**src/ccr_ram.sv**
```systemverilog
module ccr_ram #(
    parameter int Width = 32,
    parameter int Depth = 64
) (
    input  logic                     clk,
    input  logic                     we,
    input  logic [$clog2(Depth)-1:0] addr,
    input  logic [Width-1:0]         wdata,
    output logic [Width-1:0]         rdata
);
    logic [Width-1:0] mem [Depth];

    always_ff @(posedge clk)
    begin
        if (we)
            mem[addr] <= wdata;
        rdata <= mem[addr];
    end
endmodule

```
**config.mk**
```make
export PLATFORM = sky130hd
export DESIGN_NAME = ccr_ram
export DESIGN_NICKNAME = d
export VERILOG_FILES = /design/src/ccr_ram.sv
export SDC_FILE = /design/constraint.sdc
export NUM_CORES = 2
export LEC_CHECK = 0
export BUFFER_PORTS_ARGS = -buffer_cell sky130_fd_sc_hd__buf_4
export CORE_ASPECT_RATIO = 1.4
export CORE_MARGIN = 4
export CORE_UTILIZATION = 40
export CTS_CLUSTER_DIAMETER = 80
export DETAILED_ROUTE_END_ITERATION = 7
export GPL_ROUTABILITY_DRIVEN = 0
export GPL_TIMING_DRIVEN = 0
export HOLD_SLACK_MARGIN = 0.08
export MAX_ROUTING_LAYER = met4
export PLACE_DENSITY_LB_ADDON = 0.05
export RECOVER_POWER = 25
export SLEW_MARGIN = 5
export SYNTH_ARGS = -nofsm -noshare
export SYNTH_HDL_FRONTEND = slang
export SYNTH_SLANG_ARGS = --single-unit
```
**constraint.sdc**
```tcl
create_clock -name clk -period 4.9 [get_ports clk]
set_clock_uncertainty 0.05 [all_clocks]
set_input_delay 1.225 -clock clk [delete_from_list [all_inputs] [get_ports clk]]
set_output_delay 1.225 -clock clk [all_outputs]
set_load 0.01 [all_outputs]
```
==> flow_metrics.tcl <==
set metrics [dict create \
    cp_slowest_stage_delay_ns 0.92 \
    hp-start "mem[4][24]" \
    ant_nets 0 \
    core-area_um2 196000 \
    finish.instance_area_um2 92300 \
    maxCapViolations 31 \
    rows 192 \
    synthFlopType "edfxtp_1" \
    p_int_uw 29600 \
    cts_root_buffer "clkbuf_16" \
    cp.buffers_inverters 8 \
    global_route.peak_usage_layer "met2" \
    synthCells 4239 \
    clkTransAtPathRegs_ns 0.06 \
    vdd_drop_max_mv 0.307 \
    fin_ws_ns -0.123 \
    hold_buffers 0 \
    hpwl_mm 180 \
    clkPwrFrac_pct 42.2 \
    final_cells 7451 \
    die_area_um2 205000 \
    fin_crit_sh_pct 103 \
    power.switching_uw 8450 \
    initial_utilization_pct 40.3 \
    fin_total_pwr_uw 38100 \
    cp.required_ns 5.55 \
    min_period_ns 5.02 \
    hold_path.class "reg2reg" \
    final_hold_viol_count 0 \
    dp.cells 7001 \
    cp_common_cell "buf_2" \
    antenna_found_initial 27 \
    pwr-share-comb_pct 5.8 \
    grt.total_usage_pct 26.4 \
    synth-seq-cells 2080 \
    worst_setup_path_end_kind "flop" \
    layout_common_cells "edfxtp_1 (2,048), mux2i_1 (259), clkbuf_1 (249), clkbuf_16 (214), a22oi_1 (188)" \
    power_leakage_uw 0.0294 \
    setup_viol 9 \
    critPathMaxFanout 10 \
    worstSetupPathType "in2reg" \
    outcome "complete, but fails checks" \
    first_global_vias 44100 \
    worstPathCellList "buf_6 -> buf_12 -> buf_6 -> buf_2 -> buf_4 -> buf_2 -> buf_2 -> buf_2 -> mux2i_1 -> nor2_1 -> a2111oi_1 -> nand3_1" \
    yosysWarnings 0 \
    grt_pass1_wl_mm 363 \
    nets 4679 \
    gr-total-overflow 0 \
    met2_usage_pct 44.8 \
    cts_tree "yes" \
    power_frac_seq_pct 52.0 \
    fp.dieH_um 534 \
    vias 43800 \
    fmax_ghz 0.199 \
    drive_gt1_share_pct 18.3 \
    arrival_ns 5.68 \
    portBuffers 70 \
    slew_headroom_pct -158 \
    clk-insertion-delay-late_ns 0.86 \
    met3_usage_pct 3.64 \
    drc 0 \
    totalWireLength_mm 268 \
    die_w_um 383 \
    final_common_cell "edfxtp_1" \
    synth-edff-count 2048 \
    met1_usage_pct 31.1 \
    clockBufferDepth 4 \
    vias_per_cell 5.88 \
    pre_cts_slack_ns -1.81 \
    start_kind "input port" \
    power_density_nw_per_um2 412 \
    drtPass1Iterations 6 \
    cts.sinks 2080 \
    crit_slowest_cell "a2111oi_1" \
    crit-reg2reg-launch "mem[13][25]" \
    synth.distinct_cells 56 \
    crit_start "addr[0]" \
    async_flop_share_pct 0 \
    first_iter_violations 4362 \
    htreeDepth 4 \
    synthesis.nets 4279 \
    syn_to_final_growth_pct 17.0 \
    critPathTopFamily "buffers and inverters" \
    slew_violations 2015 \
    swShare_pct 22.2 \
    place_area_um2 84800 \
    syn_avg_cell_area_um2 18.6 \
    ios 72 \
    yosysSeqAreaShare_pct 78.7 \
    violations "capacitance limit, slew limit, setup timing" \
    grt_max_degree 65 \
    avgRoutedWirePerCell_um 35.9 \
    cts_inserted_buffers 210 \
    worstMarginPinSlew_ns 3.87 \
    mappedNetlistArea_um2 78900 \
]
==> sequential cells by signal, indices dropped and copies added, names as in the netlist <==
signal,flops
rdata,32
mem,2048
==> layer usage <==
layer / share of wire (%) / vias to the layer above
met5: 0 / -
met4: 5.6 / 0
met3: 5.3 / 510
met2: 51 / 1661
met1: 38 / 23200
li1: - / 18500
==> cell usage after synthesis, types with 32 or more instances <==
library cell	count	share of area [%]
buf_2	83	0.53
nand3_1	54	0.34
a21oi_1	121	0.77
o22a_1	70	0.78
a31oi_1	43	0.34
clkbuf_1	168	0.80
mux2i_1	259	3.3
and3_1	85	0.67
nor2_1	145	0.69
a22oi_1	188	1.8
a22o_1	66	0.73
o22ai_1	93	0.74
o21ai_0	84	0.53
edfxtp_1	2048	78
dfxtp_1	32	0.81
mux2_2	147	2.1
buf_1	33	0.16
a221oi_1	175	1.9
mux4_2	96	2.7
==> cells by family after synthesis <==
family / share of synthesized area [%]
AOI/OAI and AO/OA: 8.66
buffers and inverters: 1.68
DFF: 78.7
muxes: 8.12
and+or+nand+nor: 2.81
==> path summary, 6_finish.rpt <==
path / slack (ns) / to / cells after the start
hold reg to reg: 0.67 / rdata[24] / 4
hold / removal: 0.67 / rdata[24] / 4
setup / recovery: -0.12 / rdata[12] / 12
setup reg to reg: 1.62 / rdata[25] / 5
==> power groups by stage <==
stage / Clock [uW] / Combinational, uW / Sequential (uW)
2_1_floorplan: 0 / 942 / 20100
3_3_place_gp: 0 / 2160 / 20100
3_5_place_dp: 0 / 2210 / 20100
4_1_cts: 16300 / 2240 / 19700
5_1_grt: 17000 / 2300 / 19800
6_report: 16100 / 2220 / 19800
==> area by class of cell <==
type	count	area, um2
clock inverters	106	1090
plain buffers	298	1360
multi-input cells	1859	16100
clock buffers	273	5620
fillers	16500	103000
diodes	26	65.1
flip-flops and latches	2080	62100
inverters	2	7.51
well taps	2619	3280
repair buffers	188	2670
==> metrics by stage <==
step	util, %	TNS, ns	hold WS [ns]
global placement	42.3	-6144.49	0.645
finish	47.2	-0.641	0.668
global route	47.1	-0.00284	0.712
detailed placement	43.3	-2013.97	0.638
floorplan	-	0	0.514
CTS	47.1	0	0.657
==> tightest hold or removal path: stages (launching register included) <==
cell and delay, ns:
edfxtp_1 0.32, a22oi_1 0.07, o21ai_0 0.08, a22oi_1 0.10, nand3_1 0.10
==> what timing repair did <==
item                                     CTS  global route
pin swaps                                 27             3
cloned                                     0             0
resized for setup                         37            14
setup buffers                             43             2
endpoints found under the setup margin  1030            78
Power figures use the tool's default switching activity.
